--- config.mk ---
export PLATFORM = sky130hd
export DESIGN_NAME = pid_with_adaptive_range_mapping
export DESIGN_NICKNAME = d
export VERILOG_FILES = /design/src/design/pidarm_pkg.sv /design/src/design/pidarm_div.sv /design/src/design/pidarm_core.sv /design/src/design/pid_with_adaptive_range_mapping.sv
export SDC_FILE = /design/constraint.sdc
export NUM_CORES = 2
export LEC_CHECK = 0
export ABC_AREA = 1
export BUFFER_PORTS_ARGS = -buffer_cell sky130_fd_sc_hd__buf_4
export CAP_MARGIN = 20
export CELL_PAD_IN_SITES_DETAIL_PLACEMENT = 0
export CELL_PAD_IN_SITES_GLOBAL_PLACEMENT = 1
export CORE_MARGIN = 2
export CORE_UTILIZATION = 42
export DETAILED_ROUTE_END_ITERATION = 7
export PLACE_DENSITY = 0.75
export SETUP_SLACK_MARGIN = 0.02
export SKIP_CTS_REPAIR_TIMING = 1
export SLEW_MARGIN = 20
export SYNTH_ARGS = -nofsm -noshare
export SYNTH_HDL_FRONTEND = slang
export SYNTH_SLANG_ARGS = --single-unit
--- constraint.sdc ---
create_clock -name clk_i -period 10.7 [get_ports clk_i]
set_input_delay 3.21 -clock clk_i [delete_from_list [all_inputs] [get_ports clk_i]]
set_output_delay 3.21 -clock clk_i [all_outputs]
set_load 0.005 [all_outputs]
--- src/design/pidarm_pkg.sv ---
`timescale 1ns / 1ps
`default_nettype none
// ----------------------------------------------------------------------------
// PID with adaptive range mapping: shared package
// Word types, configuration register set, register indexes and constants.
// ----------------------------------------------------------------------------
package pidarm_pkg;

  typedef struct packed {
    logic signed [15:0] target;
    logic signed [15:0] measured;
  } in_word_t;

  typedef struct packed {
    logic signed [15:0] drive;
    logic               in_dead_band;
  } out_word_t;

  typedef struct packed {
    logic        [15:0] step_time;
    logic signed [15:0] out_max;
    logic signed [15:0] out_min;
    logic signed [15:0] gain_p;
    logic signed [15:0] gain_i;
    logic signed [15:0] gain_d;
  } cfg_t;

  localparam int unsigned CFG_IDX_W = 3;
  localparam logic [CFG_IDX_W-1:0] REG_STEP_TIME = 3'd0;
  localparam logic [CFG_IDX_W-1:0] REG_OUT_MAX   = 3'd1;
  localparam logic [CFG_IDX_W-1:0] REG_OUT_MIN   = 3'd2;
  localparam logic [CFG_IDX_W-1:0] REG_GAIN_P    = 3'd3;
  localparam logic [CFG_IDX_W-1:0] REG_GAIN_I    = 3'd4;
  localparam logic [CFG_IDX_W-1:0] REG_GAIN_D    = 3'd5;

  localparam logic signed [15:0] DB_LOW       = 16'sd315;
  localparam logic signed [15:0] DB_HIGH      = 16'sd325;
  localparam logic signed [15:0] DB_VALUE     = 16'sd1519;
  localparam int                 OUT_OFFSET   = 550;
  localparam logic [10:0]        MARK_CEIL    = 11'd1900;
  localparam logic [10:0]        MARK_FLOOR   = 11'd1350;
  localparam logic [15:0]        ZERO_SPAN_DIV = 16'd300;
  // ceil(2^30 / 100): divide by 100 as a multiply and a 30-bit shift
  localparam logic signed [24:0] MAP_RECIP    = 25'sd10737419;
  localparam int                 PCT_HIGH     = 70;
  localparam int                 PCT_LOW      = 30;

  // Shared divider: unsigned, one quotient bit per cycle
  localparam int unsigned DIV_NW = 50;
  localparam int unsigned DIV_DW = 16;
  localparam int unsigned DIV_CW = 6;

  typedef struct packed {
    logic              start;
    logic [DIV_NW-1:0] num;
    logic [DIV_DW-1:0] den;
  } div_req_t;

  typedef struct packed {
    logic              done;
    logic [DIV_NW-1:0] quo;
  } div_rsp_t;

endpackage
`default_nettype wire

--- src/design/pidarm_div.sv ---
`timescale 1ns / 1ps
`default_nettype none
// ----------------------------------------------------------------------------
// PID with adaptive range mapping: shared divider
// Restoring unsigned divider, one quotient bit per cycle.
// ----------------------------------------------------------------------------
module pidarm_div import pidarm_pkg::*; (
  input  logic     clk_i,
  input  logic     rst_ni,
  input  div_req_t req_i,
  output div_rsp_t rsp_o
);

  logic              busy_q, busy_d;
  logic              done_q, done_d;
  logic [DIV_CW-1:0] cnt_q, cnt_d;
  logic [DIV_NW-1:0] num_q, num_d;
  logic [DIV_DW-1:0] rem_q, rem_d;
  logic [DIV_DW-1:0] den_q, den_d;
  logic [DIV_DW:0]   trial;
  logic              fits;

  assign trial = {rem_q, num_q[DIV_NW-1]};
  assign fits  = trial >= {1'b0, den_q};

  always_comb begin
    busy_d = busy_q;
    done_d = 1'b0;
    cnt_d  = cnt_q;
    num_d  = num_q;
    rem_d  = rem_q;
    den_d  = den_q;
    if (req_i.start) begin
      busy_d = 1'b1;
      cnt_d  = '0;
      num_d  = req_i.num;
      rem_d  = '0;
      den_d  = req_i.den;
    end else if (busy_q) begin
      // shift the next numerator bit in, subtract where it fits
      rem_d = fits ? DIV_DW'(trial - {1'b0, den_q}) : trial[DIV_DW-1:0];
      num_d = {num_q[DIV_NW-2:0], fits};
      cnt_d = cnt_q + 1'b1;
      if (cnt_q == DIV_CW'(DIV_NW - 1)) begin
        busy_d = 1'b0;
        done_d = 1'b1;
      end
    end
  end

  always_ff @(posedge clk_i or negedge rst_ni) begin
    if (!rst_ni) begin
      busy_q <= 1'b0;
      done_q <= 1'b0;
      cnt_q  <= '0;
    end else begin
      busy_q <= busy_d;
      done_q <= done_d;
      cnt_q  <= cnt_d;
    end
  end

  always_ff @(posedge clk_i) begin
    num_q <= num_d;
    rem_q <= rem_d;
    den_q <= den_d;
  end

  assign rsp_o.done = done_q;
  assign rsp_o.quo  = num_q;

endmodule
`default_nettype wire

--- src/design/pidarm_core.sv ---
`timescale 1ns / 1ps
`default_nettype none
// ----------------------------------------------------------------------------
// PID with adaptive range mapping: sequencer and datapath
// One registered multiplier and the shared divider, stepped by a sequencer.
// ----------------------------------------------------------------------------
module pidarm_core import pidarm_pkg::*; (
  input  logic      clk_i,
  input  logic      rst_ni,
  input  cfg_t      cfg_i,
  input  logic      start_i,
  input  in_word_t  in_i,
  input  logic      res_ready_i,
  output logic      busy_o,
  output logic      res_valid_o,
  output out_word_t res_o
);

  localparam logic [3:0] S_IDLE = 4'd0;
  localparam logic [3:0] S_P    = 4'd1;
  localparam logic [3:0] S_I1   = 4'd2;
  localparam logic [3:0] S_I2   = 4'd3;
  localparam logic [3:0] S_I3   = 4'd4;
  localparam logic [3:0] S_D1   = 4'd5;
  localparam logic [3:0] S_D2   = 4'd6;
  localparam logic [3:0] S_DW   = 4'd7;
  localparam logic [3:0] S_SUM  = 4'd8;
  localparam logic [3:0] S_MARK = 4'd9;
  localparam logic [3:0] S_PCT  = 4'd10;
  localparam logic [3:0] S_PCTW = 4'd11;
  localparam logic [3:0] S_SEL  = 4'd12;
  localparam logic [3:0] S_MAP  = 4'd13;
  localparam logic [3:0] S_MAPW = 4'd14;
  localparam logic [3:0] S_DONE = 4'd15;

  logic [3:0]         state_q, state_d;
  logic signed [16:0] err_q, err_d;
  logic signed [16:0] prev_err_q, prev_err_d;
  logic signed [23:0] acc_q, acc_d;
  logic signed [49:0] prod_q, prod_d;
  logic signed [51:0] pacc_q, pacc_d;
  logic signed [35:0] sum_q, sum_d;
  logic signed [44:0] pct_q, pct_d;
  logic [10:0]        high_q, high_d;
  logic [10:0]        low_q, low_d;
  logic               neg_q, neg_d;
  logic signed [15:0] drive_q, drive_d;
  logic               db_q, db_d;

  logic signed [24:0] mul_a;
  logic signed [24:0] mul_b;
  logic signed [49:0] mul_p;
  logic signed [35:0] acc_sum, lim_hi, lim_lo;
  logic signed [36:0] diff;
  logic signed [43:0] num100;
  logic signed [11:0] span;
  logic signed [51:0] dq;
  logic signed [24:0] mapped;
  div_req_t           div_req;
  div_rsp_t           div_rsp;

  pidarm_div u_div (
    .clk_i  (clk_i),
    .rst_ni (rst_ni),
    .req_i  (div_req),
    .rsp_o  (div_rsp)
  );

  assign mul_p   = 50'(mul_a) * 50'(mul_b);
  assign acc_sum = 36'(acc_q) + 36'(prod_q);
  assign lim_hi  = 36'(cfg_i.out_max) <<< 8;
  assign lim_lo  = 36'(cfg_i.out_min) <<< 8;
  assign diff    = 37'(sum_q) - signed'({26'd0, low_q});
  assign num100  = (44'(diff) <<< 6) + (44'(diff) <<< 5) + (44'(diff) <<< 2);
  assign span    = signed'({1'b0, high_q}) - signed'({1'b0, low_q});
  assign dq      = signed'(52'(div_rsp.quo));
  // quotient of the map division sits in bits 46 down to 30 of the product
  assign mapped  = (neg_q ? -25'(prod_q[46:30]) : 25'(prod_q[46:30]))
                   + 25'(cfg_i.out_min);

  always_comb begin
    state_d    = state_q;
    err_d      = err_q;
    prev_err_d = prev_err_q;
    acc_d      = acc_q;
    prod_d     = prod_q;
    pacc_d     = pacc_q;
    sum_d      = sum_q;
    pct_d      = pct_q;
    high_d     = high_q;
    low_d      = low_q;
    neg_d      = neg_q;
    drive_d    = drive_q;
    db_d       = db_q;
    mul_a      = '0;
    mul_b      = '0;
    div_req    = '0;
    unique case (state_q)
      S_IDLE: begin
        if (start_i) begin
          if (in_i.measured > DB_LOW && in_i.measured < DB_HIGH) begin
            drive_d = DB_VALUE;
            db_d    = 1'b1;
            state_d = S_DONE;
          end else begin
            err_d   = 17'(in_i.target) - 17'(in_i.measured);
            db_d    = 1'b0;
            state_d = S_P;
          end
        end
      end
      S_P: begin
        mul_a   = 25'(err_q);
        mul_b   = 25'(cfg_i.gain_p);
        prod_d  = mul_p;
        state_d = S_I1;
      end
      S_I1: begin
        pacc_d  = (52'(prod_q) <<< 8) + (52'(OUT_OFFSET) <<< 16);
        mul_a   = signed'({9'd0, cfg_i.step_time});
        mul_b   = 25'(err_q);
        prod_d  = mul_p;
        state_d = S_I2;
      end
      S_I2: begin
        // clamp against the upper limit first, then the lower one
        if (acc_sum > lim_hi) begin
          acc_d = 24'(lim_hi);
        end else if (acc_sum < lim_lo) begin
          acc_d = 24'(lim_lo);
        end else begin
          acc_d = 24'(acc_sum);
        end
        state_d = S_I3;
      end
      S_I3: begin
        mul_a   = 25'(cfg_i.gain_i);
        mul_b   = 25'(acc_q);
        prod_d  = mul_p;
        state_d = S_D1;
      end
      S_D1: begin
        pacc_d     = pacc_q + 52'(prod_q);
        mul_a      = 25'(err_q) - 25'(prev_err_q);
        mul_b      = 25'(cfg_i.gain_d);
        prod_d     = mul_p;
        prev_err_d = err_q;
        state_d    = S_D2;
      end
      S_D2: begin
        if (cfg_i.step_time == '0) begin
          state_d = S_SUM;
        end else begin
          div_req.start = 1'b1;
          div_req.num   = DIV_NW'(prod_q[49] ? -prod_q : prod_q) << 16;
          div_req.den   = cfg_i.step_time;
          neg_d         = prod_q[49];
          state_d       = S_DW;
        end
      end
      S_DW: begin
        if (div_rsp.done) begin
          pacc_d  = pacc_q + (neg_q ? -dq : dq);
          state_d = S_SUM;
        end
      end
      S_SUM: begin
        // divide by 65536, rounding toward zero
        sum_d   = 36'(pacc_q >>> 16) + 36'(pacc_q[51] && (pacc_q[15:0] != '0));
        state_d = S_MARK;
      end
      S_MARK: begin
        if (sum_q > signed'({25'd0, high_q}) && sum_q < signed'({25'd0, MARK_CEIL})) begin
          high_d = 11'(sum_q);
        end
        if (sum_q < signed'({25'd0, low_q}) && sum_q > signed'({25'd0, MARK_FLOOR})) begin
          low_d = 11'(sum_q);
        end
        state_d = S_PCT;
      end
      S_PCT: begin
        div_req.start = 1'b1;
        div_req.num   = DIV_NW'(num100[43] ? -num100 : num100);
        if (span == '0) begin
          div_req.den = ZERO_SPAN_DIV;
        end else begin
          div_req.den = DIV_DW'(span[11] ? -span : span);
        end
        neg_d   = num100[43] ^ span[11];
        state_d = S_PCTW;
      end
      S_PCTW: begin
        if (div_rsp.done) begin
          pct_d   = neg_q ? -45'(div_rsp.quo) : 45'(div_rsp.quo);
          state_d = S_SEL;
        end
      end
      S_SEL: begin
        if (pct_q > 45'(PCT_HIGH)) begin
          drive_d = cfg_i.out_max;
          state_d = S_DONE;
        end else if (pct_q < 45'(PCT_LOW)) begin
          drive_d = cfg_i.out_min;
          state_d = S_DONE;
        end else begin
          mul_a   = signed'({17'd0, pct_q[7:0]});
          mul_b   = 25'(cfg_i.out_max) - 25'(cfg_i.out_min);
          prod_d  = mul_p;
          state_d = S_MAP;
        end
      end
      S_MAP: begin
        // divide the magnitude by 100 through the reciprocal; exact below 2^23
        mul_a   = MAP_RECIP;
        mul_b   = 25'(prod_q[49] ? -prod_q : prod_q);
        prod_d  = mul_p;
        neg_d   = prod_q[49];
        state_d = S_MAPW;
      end
      S_MAPW: begin
        if (mapped > 25'sd32767) begin
          drive_d = 16'sh7fff;
        end else if (mapped < -25'sd32768) begin
          drive_d = 16'sh8000;
        end else begin
          drive_d = 16'(mapped);
        end
        state_d = S_DONE;
      end
      S_DONE: begin
        if (res_ready_i) begin
          state_d = S_IDLE;
        end
      end
      default: state_d = S_IDLE;
    endcase
  end

  always_ff @(posedge clk_i or negedge rst_ni) begin
    if (!rst_ni) begin
      state_q    <= S_IDLE;
      prev_err_q <= '0;
      acc_q      <= '0;
      high_q     <= MARK_FLOOR;
      low_q      <= MARK_CEIL;
    end else begin
      state_q    <= state_d;
      prev_err_q <= prev_err_d;
      acc_q      <= acc_d;
      high_q     <= high_d;
      low_q      <= low_d;
    end
  end

  always_ff @(posedge clk_i) begin
    err_q   <= err_d;
    prod_q  <= prod_d;
    pacc_q  <= pacc_d;
    sum_q   <= sum_d;
    pct_q   <= pct_d;
    neg_q   <= neg_d;
    drive_q <= drive_d;
    db_q    <= db_d;
  end

  assign busy_o             = state_q != S_IDLE;
  assign res_valid_o        = state_q == S_DONE;
  assign res_o.drive        = drive_q;
  assign res_o.in_dead_band = db_q;

endmodule
`default_nettype wire

--- src/design/pid_with_adaptive_range_mapping.sv ---
`timescale 1ns / 1ps
`default_nettype none
// ----------------------------------------------------------------------------
// PID with adaptive range mapping: top level
// Fixed-point PID step with clamped integral, tracked range and mapped drive.
// ----------------------------------------------------------------------------
// One word in, one word out. A measured value inside the dead band answers
// 1519 and leaves all state untouched. Any other word runs a PID step on one
// registered multiplier and one shared divider that yields a quotient bit per
// cycle; the step needs the percentage division and, unless the step time is
// zero, the derivative division, while the final scaling by 100 is a
// reciprocal multiply. Input stall stays high until the result is handed to
// the output register, which lets the next word start while a result waits.
// Configuration writes take effect at once; write only while idle.
// ----------------------------------------------------------------------------
module pid_with_adaptive_range_mapping import pidarm_pkg::*; (
  input  logic                 clk_i,
  input  logic                 rst_ni,
  input  logic                 in_valid_i,
  output logic                 in_stall_o,
  input  in_word_t             in_data_i,
  output logic                 out_valid_o,
  input  logic                 out_stall_i,
  output out_word_t            out_data_o,
  input  logic                 cfg_we_i,
  input  logic [CFG_IDX_W-1:0] cfg_idx_i,
  input  logic [15:0]          cfg_data_i
);

  cfg_t      cfg_q, cfg_d;
  logic      out_valid_q, out_valid_d;
  out_word_t out_data_q;
  logic      core_busy, res_valid, res_ready;
  out_word_t res;

  // decode register writes; unknown indexes drop
  always_comb begin
    cfg_d = cfg_q;
    if (cfg_we_i) begin
      unique case (cfg_idx_i)
        REG_STEP_TIME: cfg_d.step_time = cfg_data_i;
        REG_OUT_MAX:   cfg_d.out_max   = cfg_data_i;
        REG_OUT_MIN:   cfg_d.out_min   = cfg_data_i;
        REG_GAIN_P:    cfg_d.gain_p    = cfg_data_i;
        REG_GAIN_I:    cfg_d.gain_i    = cfg_data_i;
        REG_GAIN_D:    cfg_d.gain_d    = cfg_data_i;
        default:       cfg_d = cfg_q;
      endcase
    end
  end

  pidarm_core u_core (
    .clk_i       (clk_i),
    .rst_ni      (rst_ni),
    .cfg_i       (cfg_q),
    .start_i     (in_valid_i && !core_busy),
    .in_i        (in_data_i),
    .res_ready_i (res_ready),
    .busy_o      (core_busy),
    .res_valid_o (res_valid),
    .res_o       (res)
  );

  // output register: take a result when empty or being drained
  assign res_ready = !out_valid_q || !out_stall_i;

  always_comb begin
    out_valid_d = out_valid_q;
    if (res_valid && res_ready) begin
      out_valid_d = 1'b1;
    end else if (!out_stall_i) begin
      out_valid_d = 1'b0;
    end
  end

  always_ff @(posedge clk_i or negedge rst_ni) begin
    if (!rst_ni) begin
      cfg_q.step_time <= 16'd256;
      cfg_q.out_max   <= 16'sd1900;
      cfg_q.out_min   <= 16'sd1350;
      cfg_q.gain_p    <= 16'sd256;
      cfg_q.gain_i    <= '0;
      cfg_q.gain_d    <= '0;
      out_valid_q     <= 1'b0;
    end else begin
      cfg_q       <= cfg_d;
      out_valid_q <= out_valid_d;
    end
  end

  always_ff @(posedge clk_i) begin
    if (res_valid && res_ready) begin
      out_data_q <= res;
    end
  end

  assign in_stall_o  = core_busy;
  assign out_valid_o = out_valid_q;
  assign out_data_o  = out_data_q;

`ifndef NO_ASSERTIONS
  a_busy_after_accept: assert property (@(posedge clk_i) disable iff (!rst_ni)
    in_valid_i && !in_stall_o |=> in_stall_o)
    else $error("core not busy after accepting a word");

  a_result_held: assert property (@(posedge clk_i) disable iff (!rst_ni)
    res_valid && !res_ready |=> res_valid && $stable(res))
    else $error("result dropped while output register full");

  a_dead_band_value: assert property (@(posedge clk_i) disable iff (!rst_ni)
    out_valid_o && out_data_o.in_dead_band |-> out_data_o.drive == DB_VALUE)
    else $error("dead band flag without dead band value");
`endif

endmodule
`default_nettype wire
### Word level (Yosys, flattened, before mapping)

Index checks and enable logic that the tools add are counted.

* register bits: 489
* input port bits: 56
* output and inout bits: 19

* $add $sub $neg: 21
* $mul: 1
* magnitude comparators: 13
* equal/unequal tests: 31
* multiplexer cells: 54
* bitwise gates (word level): 2
* reduce and logical (&&, ||, !) cells: 38

Operators by type and width (count)
* $pmux 25 s6: 2
* $mux 50: 5
* $pmux 52 s3: 1
* $mux 16: 9
* $pmux 67 s2: 1
* $mux 52: 2
* $mux 25: 4
* $pmux 50 s2: 1
* $mux 67: 1
* $pmux 4 s16: 1
* $add 52x27->52 const B: 1
* $add 52x50->52: 1
* $add 52x52->52: 1
* $neg 50->52: 1
* $mul 25x25->50: 1
* $neg 44->50: 1
* $mux 24: 2
* $pmux 16 s3: 1
* $gt 45x8->1 const B: 1
* $lt 45x6->1 const B: 1
* $mux 45: 1
* $neg 45->45: 1
* $add 43x42->44: 1
* $add 44x39->44: 1
* other kinds (58): 118

### Depth between registers and ports, before layout

* word-level depth: 8
* gate-level depth with buffers: 46
* gate-level depth less buffers: 45

### Modules after synthesis

A second synthesis with hierarchy kept.

* cells, all modules: 8740
* area, all modules: 66069.6 µm²

Modules (own cells, without submodules)
* pidarm_core: instances 1, cells an instance 7694, area each 56778.2 µm², seq. area each 8237.9 µm²
* pidarm_div: instances 1, cells an instance 597, area each 4888.4 µm², seq. area each 2502.4 µm²
* pid_with_adaptive_range_mapping: instances 1, cells an instance 449, area each 4403.0 µm², seq. area each 2955.3 µm²

### Worst setup path after synthesis

OpenSTA, ideal clock, no wires.

* kind: reg2reg
* start point: register cfg_q[50] (netlist name)
* end point: register u_core.prod_q[49], data pin
* data arrival time: 8230 ps
* slack: 2204 ps
* stages on the path, launching flop included: 30
* buffers on the path: 0
* period minus slack after synthesis: 8496 ps
* cell sequence: dfstp_2 -> inv_1 -> ha_1 -> a21o_1 -> a31oi_1 -> inv_1 -> a21oi_1 -> o21ai_0 -> or2_2 -> nand3_1 -> o2111ai_2 -> nand2_1 -> inv_1 -> fa_1 -> fa_1 -> fa_1 -> inv_1 -> fa_1 -> fa_1 -> fa_1 -> fa_1 -> inv_1 -> ha_1 -> a21oi_1 -> inv_1 -> a21oi_1 -> nor3_1 -> a2111oi_0 -> o221ai_1 -> xor2_1

* cells in the longest elaborated chain, start to end: 8

Ends and longest elaborated chain
* from (decl): line pid_with_adaptive_range_mapping.sv:30 `cfg_t cfg_q, cfg_d;`
* from (signal assigned): line pid_with_adaptive_range_mapping.sv:86 `cfg_q <= cfg_d;`
* $sub 16x16->17 *: line pidarm_core.sv:207 `mul_b = 25'(cfg_i.out_max) - 25'(cfg_i.out_min);`
* $mux 25 *: line pidarm_core.sv:202 `end else if (pct_q < 45'(PCT_LOW)) begin`
* $mux 25 *: line pidarm_core.sv:199 `if (pct_q > 45'(PCT_HIGH)) begin`
* $pmux 25 s6 *: line pidarm_core.sv:98 `unique case (state_q)`
* $mul 25x25->50 *: line pidarm_core.sv:69 `assign mul_p = 50'(mul_a) * 50'(mul_b);`
* named net u_core.mul_p[49]: line pidarm_core.sv:52 `logic signed [49:0] mul_p;`
* $mux 50: line pidarm_core.sv:202
* $mux 50: line pidarm_core.sv:199
* $pmux 50 s2 *: line pidarm_core.sv:98
* to (signal assigned): line pidarm_core.sv:257 `prod_q <= prod_d;`
* to (decl): line pidarm_core.sv:40 `logic signed [49:0] prod_q, prod_d;`

Mark *: on every way through the listed nets, which the timed path passes. The rest lies on a longest branch. The select of a mux whose other input is x is not followed.
A chain may end at the register's enable or synchronous reset.

### Final worst setup path

* start point: register u_core.err_q[4]
* end point: register u_core.prod_q[45], data pin

* cells in the longest elaborated chain, start to end: 6
* elaborated cells between the ends (all ways): 7
* those cells by class: 1 x add/sub; 1 x mul; 5 x mux

Ends and longest elaborated chain
* from (decl): line pidarm_core.sv:37 `logic signed [16:0] err_q, err_d;`
* from (signal assigned): line pidarm_core.sv:256 `err_q <= err_d;`
* $sub 17x17->18: line pidarm_core.sv:144 `mul_a = 25'(err_q) - 25'(prev_err_q);`
* $pmux 25 s6: line pidarm_core.sv:98
* $mul 25x25->50 *: line pidarm_core.sv:69
* named net u_core.mul_p[45]: line pidarm_core.sv:52
* $mux 50: line pidarm_core.sv:202
* $mux 50: line pidarm_core.sv:199
* $pmux 50 s2 *: line pidarm_core.sv:98

Marked as above.

==> impl_metrics.tcl <==
set metrics [dict create \
    status "finished, final reports clean" \
    post-route-min-period_ns 9.84 \
    critPathKind "register to register" \
    grt_pass1_vias 57000 \
    slew_viol_final 0 \
    gr-usage-all-layers 0.311 \
    cts_tree "yes" \
    grt_max_degree 98 \
    nNetsFinal 9580 \
    vias 56900 \
    path_clk_slew_ns 0.07 \
    setup_viol 0 \
    totalWireLength_um 242000 \
    synth.distinct_cells 75 \
    post-route-cell-area_um2 69000 \
    crit_family "adder cells" \
    pre_cts_ws_ns 1.04 \
    max-slew-margin-rel 0.232 \
    clk_latency_ns 0.71 \
    gp_congestion 0.990 \
    drive_gt1_frac 0.0500 \
    ys.flop_type "edfxtp_1" \
    seq_area_um2 13700 \
    worst_slack_ns 0.859 \
    syn_to_final_growth_pct 8.35 \
    wire_per_inst_um 23.2 \
    clockBufferDepth 3 \
    initial_utilization 0.424 \
    crit_path_max_fanout 19 \
    cts_buffers 56 \
    coreArea_um2 150000 \
    synth-seq-cells 489 \
    io_buffers 74 \
    place_area_um2 67000 \
    hold_viol 0 \
    die_area_um2 155000 \
    route.detailed.drc 0 \
    path_buf_inv 9 \
    min_path_type "register to register" \
    cp-start-kind "register" \
    avgSynthCellArea_um2 7.65 \
    fillers 15300 \
    grt_pass1_wl_um 365000 \
    synth_top_area_frac 0.213 \
    ys_warn_count 0 \
    synthArstFlopShare 0.352 \
    worst_pin_slew_ns 1.15 \
    cp.required_ns 11.15 \
    crit_path_end_kind "register" \
    cts.sinks 489 \
    postRouteAntennaNets 0 \
    multi_input_area_um2 43000 \
    die_w_um 394 \
    yosysSeqAreaShare 0.215 \
    drv_cap 0 \
    die_h_um 394 \
    critPathSlowestCell "fa_1" \
    ios 75 \
    first_pass_iters 8 \
    cts-root-buf "clkbuf_16" \
    syn_nets 9515 \
    place_hpwl_um 204000 \
    yosysTopAreaCell "fa_1" \
    ys_top_cells_by_area "fa_1 21%, edfxtp_1 14%, nand2_1 11%" \
    drt-initial-drc-count 5228 \
    antenna_found_initial 7 \
    syn-cell-area_um2 63700 \
    htree_levels 2 \
    gr-total-overflow 0 \
    netlist_instances 8326 \
    fin_crit_sh 0.920 \
    final.setup.tns_ns 0 \
    synth_edf_count 301 \
    cpPeakStageDelay_ns 0.58 \
    via_per_inst 5.45 \
    arrival_ns 10.29 \
    fmax_mhz 102 \
    skew_ns 0.0723 \
    num_rows 142 \
    rsz0062_at_grt "no" \
]
-- cell usage after synthesis, types with 5 or more instances --
master and n:
o22ai_1 29, nand3_1 350, inv_1 1677, xor2_1 262, edfxtp_1 301, nor2_2 12
o21ai_0 500, nor3_2 10, nand2_1 1820, a31oi_1 46, nand3b_1 17, a211oi_1 16
nand4_1 110, nand2_2 5, o21a_1 18, a21o_1 19, a21oi_1 433, o2111ai_1 11
a221oi_1 20, dfrtp_1 146, o31ai_1 11, and3_1 5, o21bai_1 27, a32o_1 10
dfstp_2 26, or2_2 22, inv_2 16, nor4_1 38, nor2_1 693, buf_2 45
o211ai_1 21, xnor2_1 98, nor3_1 108, o21ai_1 21, ha_1 455, clkbuf_1 109
clkinv_1 12, dfxtp_1 16, buf_1 14, o221ai_1 18, fa_1 678, a21boi_0 15
-- path summary, 6_finish.rpt --
kind	from	end	slack, ns	depth (start not counted)
setup / recovery	u_core.err_q[4]$_DFFE_PP_	u_core.prod_q[45]$_DFFE_PP_	0.86	35
hold / removal	u_core.drive_q[10]$_SDFFCE_PN1P_	out_data_o[11]$_DFFE_PP_	0.42	0
setup reg to reg	u_core.err_q[4]$_DFFE_PP_	u_core.prod_q[45]$_DFFE_PP_	0.86	35
hold reg to reg	u_core.drive_q[10]$_SDFFCE_PN1P_	out_data_o[11]$_DFFE_PP_	0.42	0
max in group asynchronous	rst_ni	cfg_q[76]$_DFFE_PN0P_	6.08	3
min in group asynchronous	rst_ni	u_core.high_q[7]$_DFFE_PN0P_	2.54	1
-- layer usage --
layer,vias up,share of wire,track usage
li1,26600,-,-
met1,27800,0.43,0.420
met2,2165,0.46,0.508
met3,357,0.073,0.0446
met4,2,0.041,0.110
met5,-,0.000054,0
-- logic make-up (layout without fill, tap and decap cells) --
| group | count (synthesis) | after routing | share of synthesized area |
|---|---|---|---|
| AOI/OAI and AO/OA | 1254 | 1254 | 0.111 |
| other | 0 | 2 | 0 |
| and+or+nand+nor | 3207 | 3207 | 0.209 |
| DFF | 489 | 489 | 0.215 |
| xor gates and xnor gates | 361 | 361 | 0.0497 |
| buffers and inverters | 1882 | 1995 | 0.112 |
| adders and majority gates | 1133 | 1133 | 0.302 |
-- area by class of cell --
cell class / instances / area share
sequential: 489 / 0.198
inverter: 1705 / 0.0927
antenna: 2 / 0.0000725
timing repair buffer: 184 / 0.0205
clock buffer: 64 / 0.0220
tap: 2016 / 0.0365
clock inverter: 42 / 0.00732
multi-input combinational: 5955 / 0.623
-- through the flow --
step / utilization / cells / hold WS [ns]
final: 0.459 / 10500 / 0.417
after CTS: 0.459 / 10500 / 0.418
after detailed placement: 0.446 / 10300 / 0.406
after floorplan: - / 8326 / 0.400
after global placement: 0.446 / 10300 / 0.403
after global routing: 0.459 / 10500 / 0.429
-- placed cells by master (no fill, tap or decap), drive strengths merged, types with 31 or more instances in the layout --
| master | n |
|---|---|
| buf | 183 |
| ha | 455 |
| xor2 | 262 |
| nand4 | 113 |
| nand2 | 1825 |
| xnor2 | 99 |
| inv | 1703 |
| clkbuf | 65 |
| a31oi | 47 |
| nor2 | 708 |
| fa | 678 |
| a21oi | 436 |
| nor4 | 39 |
| edfxtp | 301 |
| nor3 | 120 |
| clkinv | 31 |
| nand3 | 352 |
| dfrtp | 146 |
| o21ai | 524 |
-- registers in the layout, summed over array words and instances (netlist names), 17 cells and up --
register and count:
u_core.err_q 17, out_data_o 17, u_core.pct_q 45, u_core.sum_q 36
u_core.pacc_q 52, u_core.prev_err_q 17, u_core.u_div.num_q 50, u_core.prod_q 50
cfg_q 96, u_core.acc_q 24
Power is left out: the tool's default activity adds up to more than one toggle a clock period on the data nets, which glitch-free logic cannot reach.
